[config.mk]
export PLATFORM = sky130hd
export DESIGN_NAME = per_sensor_vehicle_count_accumulator
export DESIGN_NICKNAME = d
export VERILOG_FILES = /design/src/design/pvca_pkg.sv /design/src/design/pvca_cfg.sv /design/src/design/pvca_ctrl.sv /design/src/design/pvca_dp.sv /design/src/design/per_sensor_vehicle_count_accumulator.sv
export VERILOG_INCLUDE_DIRS = /design/src /design/src/design
export SDC_FILE = /design/constraint.sdc
export NUM_CORES = 1
export LEC_CHECK = 0
export BUFFER_PORTS_ARGS = -buffer_cell sky130_fd_sc_hd__buf_2
export CORE_AREA = 2 2 228 230
export CTS_CLUSTER_DIAMETER = 120
export DETAILED_ROUTE_END_ITERATION = 12
export DIE_AREA = 0 0 230 232
export PLACE_DENSITY = 0.78
export RECOVER_POWER = 25
export SLEW_MARGIN = 20
export SYNTH_ARGS = -nofsm -noshare
export SYNTH_HDL_FRONTEND = slang
export SYNTH_SLANG_ARGS = --single-unit
[constraint.sdc]
create_clock -name clk -period 9.3 [get_ports clk]
set_clock_uncertainty 0.15 [all_clocks]
set_input_delay 0.465 -clock clk [delete_from_list [all_inputs] [get_ports clk]]
set_output_delay 0.465 -clock clk [all_outputs]
set_load 0.1 [all_outputs]
[src/design/per_sensor_vehicle_count_accumulator_assert.svh]
// Assertion macros for the per-sensor vehicle count accumulator.
`ifndef PER_SENSOR_VEHICLE_COUNT_ACCUMULATOR_ASSERT_SVH
`define PER_SENSOR_VEHICLE_COUNT_ACCUMULATOR_ASSERT_SVH

// Same-cycle implication, disabled while reset is asserted.
`define PVCA_ASSERT_IMP(lbl, clk_s, rst_s, ante, cons) \
    lbl: assert property (@(posedge clk_s) disable iff (!rst_s) (ante) |-> (cons)) \
        else $error("pvca: same-cycle check failed");

// Next-cycle implication, disabled while reset is asserted.
`define PVCA_ASSERT_NXT(lbl, clk_s, rst_s, ante, cons) \
    lbl: assert property (@(posedge clk_s) disable iff (!rst_s) (ante) |=> (cons)) \
        else $error("pvca: next-cycle check failed");

`endif

[src/design/pvca_pkg.sv]
`timescale 1ns / 1ps
// ----------------------------------------------------------------------------
// pvca_pkg
// Shared constants and types of the per-sensor vehicle count accumulator.
// ----------------------------------------------------------------------------
package pvca_pkg;

    localparam int ID_REGS   = 6;
    localparam int DEF_SLOTS = 6;
    localparam int COUNT_W   = 16;
    localparam int ID_W      = 16;
    localparam int TYPE_W    = 8;
    localparam int FUNC_W    = 1;
    localparam int IN_DATA_W = 56;
    localparam int OUT_DATA_W = 16;
    localparam int CFG_ADDR_W = 5;
    localparam int CFG_DATA_W = 32;
    localparam int CFG_IDX_W  = 3;

    localparam logic [CFG_IDX_W-1:0] REG_CODE_A = 3'd6;
    localparam logic [CFG_IDX_W-1:0] REG_CODE_B = 3'd7;

    localparam logic [FUNC_W-1:0]  FUNC_READ = 1'b1;
    localparam logic [COUNT_W-1:0] WRAP_BASE = 16'hffff;

    typedef struct packed {
        logic [ID_REGS-1:0][ID_W-1:0] slot_id;
        logic [TYPE_W-1:0]            code_a;
        logic [TYPE_W-1:0]            code_b;
    } cfg_t;

    typedef struct packed {
        logic load_in;
        logic exec;
    } cmd_t;

    typedef struct packed {
        logic is_read;
        logic out_busy;
    } status_t;

endpackage

[src/design/pvca_cfg.sv]
`timescale 1ns / 1ps
// ----------------------------------------------------------------------------
// pvca_cfg
// APB register file: six slot IDs and two car-leaving packet type codes.
// ----------------------------------------------------------------------------
module pvca_cfg (
    input  logic                               clk,
    input  logic                               rst_n,
    input  logic                               psel,
    input  logic                               penable,
    input  logic                               pwrite,
    input  logic [pvca_pkg::CFG_ADDR_W-1:0]    paddr,
    input  logic [pvca_pkg::CFG_DATA_W-1:0]    pwdata,
    output logic [pvca_pkg::CFG_DATA_W-1:0]    prdata,
    output logic                               pready,
    output pvca_pkg::cfg_t                     cfg
);

    pvca_pkg::cfg_t                   cfg_reg;
    logic [pvca_pkg::CFG_IDX_W-1:0]   idx;
    logic                             wr_en;

    assign pready = 1'b1;
    assign idx    = paddr[pvca_pkg::CFG_ADDR_W-1:2];
    assign wr_en  = psel & penable & pwrite & pready;
    assign cfg    = cfg_reg;

    always_ff @(posedge clk or negedge rst_n)
    begin
        if (!rst_n)
        begin
            cfg_reg <= '0;
        end
        else if (wr_en)
        begin
            if (idx < pvca_pkg::CFG_IDX_W'(pvca_pkg::ID_REGS))
            begin
                cfg_reg.slot_id[idx] <= pwdata[pvca_pkg::ID_W-1:0];
            end
            else if (idx == pvca_pkg::REG_CODE_A)
            begin
                cfg_reg.code_a <= pwdata[pvca_pkg::TYPE_W-1:0];
            end
            else if (idx == pvca_pkg::REG_CODE_B)
            begin
                cfg_reg.code_b <= pwdata[pvca_pkg::TYPE_W-1:0];
            end
        end
    end

    always_comb
    begin
        prdata = '0;
        if (idx < pvca_pkg::CFG_IDX_W'(pvca_pkg::ID_REGS))
        begin
            prdata = pvca_pkg::CFG_DATA_W'(cfg_reg.slot_id[idx]);
        end
        else if (idx == pvca_pkg::REG_CODE_A)
        begin
            prdata = pvca_pkg::CFG_DATA_W'(cfg_reg.code_a);
        end
        else if (idx == pvca_pkg::REG_CODE_B)
        begin
            prdata = pvca_pkg::CFG_DATA_W'(cfg_reg.code_b);
        end
    end

endmodule

[src/design/pvca_ctrl.sv]
`timescale 1ns / 1ps
// ----------------------------------------------------------------------------
// pvca_ctrl
// Sequencer: capture one item, execute it, stall a read while the result slot is full.
// ----------------------------------------------------------------------------
module pvca_ctrl (
    input  logic              clk,
    input  logic              rst_n,
    input  logic              in_valid,
    output logic              in_ready,
    input  pvca_pkg::status_t status,
    output pvca_pkg::cmd_t    cmd
);

    localparam logic ST_IDLE = 1'b0;
    localparam logic ST_EXEC = 1'b1;

    logic state_reg;
    logic state_next;

    assign in_ready = (state_reg == ST_IDLE);

    always_comb
    begin
        state_next  = state_reg;
        cmd.load_in = 1'b0;
        cmd.exec    = 1'b0;
        unique case (state_reg)
            ST_IDLE:
            begin
                if (in_valid)
                begin
                    cmd.load_in = 1'b1;
                    state_next  = ST_EXEC;
                end
            end
            ST_EXEC:
            begin
                // hold a read until the output register can take its result
                if (!status.is_read || !status.out_busy)
                begin
                    cmd.exec   = 1'b1;
                    state_next = ST_IDLE;
                end
            end
            default:
            begin
                state_next = ST_IDLE;
            end
        endcase
    end

    always_ff @(posedge clk or negedge rst_n)
    begin
        if (!rst_n)
        begin
            state_reg <= ST_IDLE;
        end
        else
        begin
            state_reg <= state_next;
        end
    end

endmodule

[src/design/pvca_dp.sv]
`timescale 1ns / 1ps
// ----------------------------------------------------------------------------
// pvca_dp
// Slot table datapath: input capture, per-slot count update, read and clear,
// output register.
// ----------------------------------------------------------------------------
module pvca_dp #(
    parameter int SLOTS = pvca_pkg::DEF_SLOTS
) (
    input  logic                               clk,
    input  logic                               rst_n,
    input  pvca_pkg::cfg_t                     cfg,
    input  pvca_pkg::cmd_t                     cmd,
    output pvca_pkg::status_t                  status,
    input  logic [pvca_pkg::FUNC_W-1:0]        in_func,
    input  logic [pvca_pkg::IN_DATA_W-1:0]     in_data,
    output logic                               out_valid,
    input  logic                               out_ready,
    output logic [pvca_pkg::OUT_DATA_W-1:0]    out_data
);

    localparam int CW = pvca_pkg::COUNT_W;

    logic [pvca_pkg::FUNC_W-1:0] func_reg;
    logic [pvca_pkg::TYPE_W-1:0] type_reg;
    logic [pvca_pkg::ID_W-1:0]   addr_reg;
    logic [CW-1:0]               cnt_reg;
    logic [pvca_pkg::ID_W-1:0]   qid_reg;

    logic [CW-1:0] last_reg [SLOTS];
    logic [CW-1:0] vol_reg  [SLOTS];

    logic [SLOTS-1:0] upd_hit;
    logic [SLOTS-1:0] rd_hit;
    logic [CW-1:0]    add_val [SLOTS];
    logic [SLOTS-1:0] changes;
    logic             leave;
    logic             is_read;
    logic [CW-1:0]    rd_vol;

    logic          out_valid_reg;
    logic [CW-1:0] out_data_reg;

    assign is_read   = (func_reg == pvca_pkg::FUNC_READ);
    assign leave     = (type_reg == cfg.code_a) || (type_reg == cfg.code_b);
    assign out_valid = out_valid_reg;
    assign out_data  = out_data_reg;

    assign status.is_read  = is_read;
    assign status.out_busy = out_valid_reg & ~out_ready;

    // capture the transfer; payload needs no reset
    always_ff @(posedge clk)
    begin
        if (cmd.load_in)
        begin
            func_reg <= in_func;
            type_reg <= in_data[7:0];
            addr_reg <= in_data[23:8];
            cnt_reg  <= in_data[39:24];
            qid_reg  <= in_data[55:40];
        end
    end

    for (genvar s = 0; s < SLOTS; s++)
    begin : g_slot
        assign upd_hit[s] = (cfg.slot_id[s] == addr_reg);
        assign rd_hit[s]  = (cfg.slot_id[s] == qid_reg);

        always_comb
        begin
            changes[s] = 1'b1;
            if (last_reg[s] == '0)
            begin
                add_val[s] = CW'(1);
            end
            else if (cnt_reg > last_reg[s])
            begin
                add_val[s] = cnt_reg - last_reg[s];
            end
            else if (cnt_reg < last_reg[s])
            begin
                add_val[s] = pvca_pkg::WRAP_BASE - last_reg[s] + cnt_reg;
            end
            else
            begin
                add_val[s]  = '0;
                changes[s] = 1'b0;
            end
        end

        always_ff @(posedge clk or negedge rst_n)
        begin
            if (!rst_n)
            begin
                last_reg[s] <= '0;
                vol_reg[s]  <= '0;
            end
            else if (cmd.exec)
            begin
                if (is_read)
                begin
                    if (rd_hit[s])
                    begin
                        vol_reg[s] <= '0;
                    end
                end
                else if (leave && upd_hit[s] && changes[s])
                begin
                    vol_reg[s]  <= vol_reg[s] + add_val[s];
                    last_reg[s] <= cnt_reg;
                end
            end
        end
    end

    // highest-numbered matching slot wins
    always_comb
    begin
        rd_vol = '0;
        for (int s = 0; s < SLOTS; s++)
        begin
            if (rd_hit[s])
            begin
                rd_vol = vol_reg[s];
            end
        end
    end

    always_ff @(posedge clk or negedge rst_n)
    begin
        if (!rst_n)
        begin
            out_valid_reg <= 1'b0;
        end
        else if (cmd.exec && is_read)
        begin
            out_valid_reg <= 1'b1;
        end
        else if (out_ready)
        begin
            out_valid_reg <= 1'b0;
        end
    end

    always_ff @(posedge clk)
    begin
        if (cmd.exec && is_read)
        begin
            out_data_reg <= rd_vol;
        end
    end

endmodule

[src/design/per_sensor_vehicle_count_accumulator.sv]
`timescale 1ns / 1ps
// ----------------------------------------------------------------------------
// per_sensor_vehicle_count_accumulator
// Per-slot car volume accumulation from sensor counts, with read and clear.
// ----------------------------------------------------------------------------
// Channel    Direction  Transfer when            Contents
// s_axis     in         s_axis_tvalid & tready   update or read item
// m_axis     out        m_axis_tvalid & tready   volume of a read item
// apb        in         psel & penable & pwrite  slot IDs, leave codes
//
// An item is captured, then handled in the controller's execute
// step, where all slots compare and update in parallel.
// A read whose result finds the output register still full waits in the
// execute step until that result is transferred.
// Reset clears the slot counts, volumes and configuration at once.
// ----------------------------------------------------------------------------
`include "per_sensor_vehicle_count_accumulator_assert.svh"

module per_sensor_vehicle_count_accumulator #(
    parameter int SLOTS = pvca_pkg::DEF_SLOTS
) (
    input  logic                               clk,
    input  logic                               rst_n,
    // s_axis_tdata: packet_type[7:0], sensor_addr[23:8], count_value[39:24],
    //               query_id[55:40]
    input  logic                               s_axis_tvalid,
    output logic                               s_axis_tready,
    input  logic [pvca_pkg::IN_DATA_W-1:0]     s_axis_tdata,
    // s_axis_tuser: func[0]
    input  logic [pvca_pkg::FUNC_W-1:0]        s_axis_tuser,
    output logic                               m_axis_tvalid,
    input  logic                               m_axis_tready,
    // m_axis_tdata: volume[15:0]
    output logic [pvca_pkg::OUT_DATA_W-1:0]    m_axis_tdata,
    input  logic                               psel,
    input  logic                               penable,
    input  logic                               pwrite,
    input  logic [pvca_pkg::CFG_ADDR_W-1:0]    paddr,
    input  logic [pvca_pkg::CFG_DATA_W-1:0]    pwdata,
    output logic [pvca_pkg::CFG_DATA_W-1:0]    prdata,
    output logic                               pready
);

    pvca_pkg::cfg_t    cfg;
    pvca_pkg::cmd_t    cmd;
    pvca_pkg::status_t status;

    pvca_cfg u_cfg (
        .clk     (clk),
        .rst_n   (rst_n),
        .psel    (psel),
        .penable (penable),
        .pwrite  (pwrite),
        .paddr   (paddr),
        .pwdata  (pwdata),
        .prdata  (prdata),
        .pready  (pready),
        .cfg     (cfg)
    );

    pvca_ctrl u_ctrl (
        .clk      (clk),
        .rst_n    (rst_n),
        .in_valid (s_axis_tvalid),
        .in_ready (s_axis_tready),
        .status   (status),
        .cmd      (cmd)
    );

    pvca_dp #(
        .SLOTS (SLOTS)
    ) u_dp (
        .clk       (clk),
        .rst_n     (rst_n),
        .cfg       (cfg),
        .cmd       (cmd),
        .status    (status),
        .in_func   (s_axis_tuser),
        .in_data   (s_axis_tdata),
        .out_valid (m_axis_tvalid),
        .out_ready (m_axis_tready),
        .out_data  (m_axis_tdata)
    );

    // a captured item blocks the input for its execute step
    `PVCA_ASSERT_NXT(a_busy_after_accept, clk, rst_n, s_axis_tvalid && s_axis_tready, !s_axis_tready)
    // execute frees the input in the next cycle unless a pending result blocks it
    `PVCA_ASSERT_NXT(a_exec_done, clk, rst_n, !s_axis_tready && !(m_axis_tvalid && !m_axis_tready), s_axis_tready)
    // a new result is only produced from the execute step
    `PVCA_ASSERT_IMP(a_result_from_exec, clk, rst_n, $rose(m_axis_tvalid), $past(!s_axis_tready))

endmodule

==> summary.md <==
| Metric | Value |
|---|---|
| Worst VDD drop | 201 uV |
| Initial DRT Pass Iterations | 6 |
| Vias per cell | 6.56 |
| EDFF count, synth | 73 |
| Vias in the first global route | 26700 |
| Post-CTS setup buffer count | 0 |
| Fmax | 146 MHz |
| Period minus WS final | 6.85 ns |
| P_int | 3.36 mW |
| Worst EP arrival | 7.14 ns |
| Clock Root Buffer | clkbuf_16 |
| Max reg flops | 112 |
| Synthesized-area fraction occupied by and/or/nand/nor cells | 0.144 |
| IO Port Bufs | 116 |
| Total power | 5.03 mW |
| Area Overhead vs Synth | 10.5% |
| IO Pins | 152 |
| Status | complete, but fails checks |
| Nets | 3753 |
| Grt met2 use | 0.592 |
| Die Wd | 230 um |
| Top FF cell, synth | dfrtp_1 |
| Clock-pin slew on the worst setup and hold paths | 0.06 ns |
| Pleak | 14.4 nW |
| Multiplexer share of the synthesized area | 0.0956 |
| CP Launch Type | flop |
| Yosys cell types | 101 |
| Switching Share | 0.331 |
| Die ar. | 53400 um^2 |
| Max Cap Viol | 4 |
| Clock power frac | 0.381 |
| Failing checks | max-capacitance violations, max-slew violations |
| H-tree depth | 2 |
| Setup TNS after final layout | 0 ns |
| CP Capture Type | flop |
| RSZ-0062 raised after global routing | false |
| Sequential share of the synthesized area | 0.326 |
| Compound-Gate Fraction of Synth Area | 0.207 |
| Main combinational cell family by area after synthesis | compound AO/OA/AOI/OAI gates |
| Crit path kind | flop to flop |
| Crit path cell chain | buf_4 > inv_1 > buf_4 > ha_1 > inv_1 > fa_1 > a211oi_1 > o211ai_1 > and3_1 > o21ba_1 > nor2_2 > nor2_1 > a221oi_1 > a211oi_1 > ha_1 > a21o_1 > a21o_1 > nand2_1 > a21oi_1 > o31a_1 > o41ai_1 > nor3_1 > and4b_1 > o21ai_0 |
| Initial antenna violation count | 5 |
| Initial Utilization | 0.594 |
| DR iter-0 viols | 2885 |
| TritonCTS clock tree | yes |
| Vias | 27300 |
| Worst slew pin tran | 5.22 ns |
| Congestion Overflow GR | 0 |
| Share of flip-flops with an asynchronous set or reset | 0.807 |
| Cells after synthesis | 3365 |
| Post-route cell area | 33400 um^2 |
| Period utilisation layout | 0.736 |
| GR Util met1 | 0.451 |
| Slowest-stage cell, CP | nor2_2 |
| First-pass GRT wire length | 149 mm |
| Wire per inst | 23.2 um |
| Largest net degree at the start of global routing | 96 |
| Slew Viols, Final | 230 |
| Pwr Density | 150 nW/um^2 |
| CP required | 9.60 ns |
| CP Max Fanout | 19 |
| Clock latency on the worst-skew pair | 0.62 ns |
| Syn Std Cell Area | 30200 um^2 |
| Diode count | 0 |
| Yosys warnings | 0 |
| Largest stage delay, worst path | 0.69 ns |
| Placed Area | 31300 um^2 |
| Post-DRT Antenna Nets | 0 |
| Comb power frac | 0.219 |
| Worst slew margin | -2.48 |
| Post-DP HPWL | 69.4 mm |
| Endpoints failing setup | 0 |
| GRT Total Usage | 0.356 |
| Post-Syn Area per Cell | 8.99 um^2 |
| Die H | 232 um |
| Drc violations | 0 |
| Maximum root-to-sink buffer count | 3 |
| Reg power frac | 0.400 |
| Hold Crit Class | input port to flop |
| RePlAce Congestion | 1.03 |
| Drt total wl | 96.5 mm |
| Switching power total | 1.66 mW |
| Total clock sinks | 379 |
| Post-synthesis adder-cell area fraction | 0.0913 |
| Final Hold Vio Count | 0 |
| Met3 global-route usage | 0.0534 |
| Row Count | 83 |
| #FFs+latches synth | 379 |
| Layout cells sized above 1 | 0.137 |
| GR peak layer | met2 |
| Post-Synth XOR/XNOR Area | 0.0843 |
| Core ar. | 50900 um^2 |
| CTS Buf Count | 44 |
[layout make-up]
class | count | area, um^2
timing repair buffer | 218 | 1520
clock buffer | 57 | 1220
multi-input combinational | 2629 | 19000
inverter | 170 | 638
sequential | 379 | 9850
tap | 680 | 851
fill | 4039 | 17500
clock inverter | 25 | 355
[synthesized netlist by cell type (17+ instances only)]
master,count,area share
dfrtp_1,306,0.25
o21ai_0,256,0.042
nand2_1,237,0.029
nor2_1,216,0.027
a21oi_1,204,0.034
mux2_2,193,0.072
ha_1,192,0.079
inv_1,167,0.021
xnor2_1,146,0.042
xor2_1,145,0.042
clkbuf_1,114,0.014
nand3_1,97,0.016
a21o_1,75,0.019
edfxtp_1,73,0.072
nand4_1,73,0.015
nor3_1,69,0.011
nor4_1,63,0.013
a211oi_1,59,0.015
buf_2,55,0.0091
mux2i_1,50,0.017
o21bai_1,42,0.010
a22o_1,36,0.010
a31oi_1,30,0.0062
a221oi_1,29,0.0084
o22ai_1,27,0.0056
nand2b_1,26,0.0054
nor2b_1,23,0.0048
o21a_1,23,0.0057
and3_1,21,0.0043
buf_4,21,0.0052
a22oi_1,20,0.0050
o21ai_1,20,0.0033
fa_1,18,0.012
o211ai_1,17,0.0042
or3_1,17,0.0035
[per-stage QoR]
step	hold WS, ns	std cells	setup WS [ns]	utilization
global placement	0.312	4013	2.64	0.613
finish	0.0236	4158	2.45	0.657
floorplan	0.0194	3380	3.86	-
global route	0.0337	4158	1.89	0.657
CTS	0.00537	4156	2.63	0.657
detailed placement	0.321	4015	2.67	0.614
[per-layer routing]
metal  routed length (um)  vias up
li1                     -    12500
met1                38800    13200
met2                45100     1303
met3                 7180      306
met4                 5360        2
met5                   13        -
[layout by cell type, fill, tap and decap left out, types with 75 or more instances in the layout]
master,count
dfrtp_1,306
nor2_1,215
a21oi_1,204
xor2_1,145
inv_1,167
ha_1,192
mux2_2,193
nand3_1,97
xnor2_1,146
buf_2,105
o21ai_0,256
a21o_1,75
nand2_1,237
[power groups by stage]
stage / Clock [mW] / Sequential [mW] / Combinational (mW)
2_1_floorplan: 0 / 1.98 / 0.783
3_3_place_gp: 0 / 2.03 / 1.03
3_5_place_dp: 0 / 2.03 / 1.05
4_1_cts: 1.92 / 2.00 / 1.07
5_1_grt: 1.99 / 2.02 / 1.18
6_report: 1.91 / 2.01 / 1.10
[worst max-delay path, delay by kind of cell (launching register included)]
| family | cells | cell delay, ns |
|---|---|---|
| buffers and inverters | 4 | 0.78 |
| and+or+nand+nor | 6 | 1.78 |
| adders and majority gates | 3 | 1.04 |
| AOI/OAI and AO/OA | 11 | 2.58 |
| DFF | 1 | 0.36 |
[final timing paths]
check,startpoint,end,slack [ns],cells after the start
max,u_dp.cnt_reg[0],u_dp.vol_reg[62],2.45,24
min,pwdata[10],u_cfg.cfg[106],0.02,2
max reg2reg,u_dp.cnt_reg[0],u_dp.vol_reg[62],2.45,24
min reg2reg,u_dp.vol_reg[31],u_dp.vol_reg[31],0.33,1
max in group asynchronous,rst_n,u_dp.vol_reg[30],2.95,4
min in group asynchronous,rst_n,u_dp.last_reg[91],2.21,2
[cells by family (layout without fill, tap and decap cells)]
| group | Yosys count | after routing |
|---|---|---|
| AOI/OAI and AO/OA | 959 | 959 |
| DFF | 379 | 379 |
| adders and majority gates | 210 | 210 |
| buffers and inverters | 372 | 470 |
| and+or+nand+nor | 896 | 896 |
| muxes | 256 | 256 |
| xor gates and xnor gates | 291 | 291 |
| other | 2 | 17 |
[what timing repair did]
item | CTS | global route
setup endpoints to repair | 0 | 0
hold buffers | 59 | 0
hold endpoints to repair | 154 | 0
resized for setup | 0 | 0
Power figures use the tool's default switching activity.
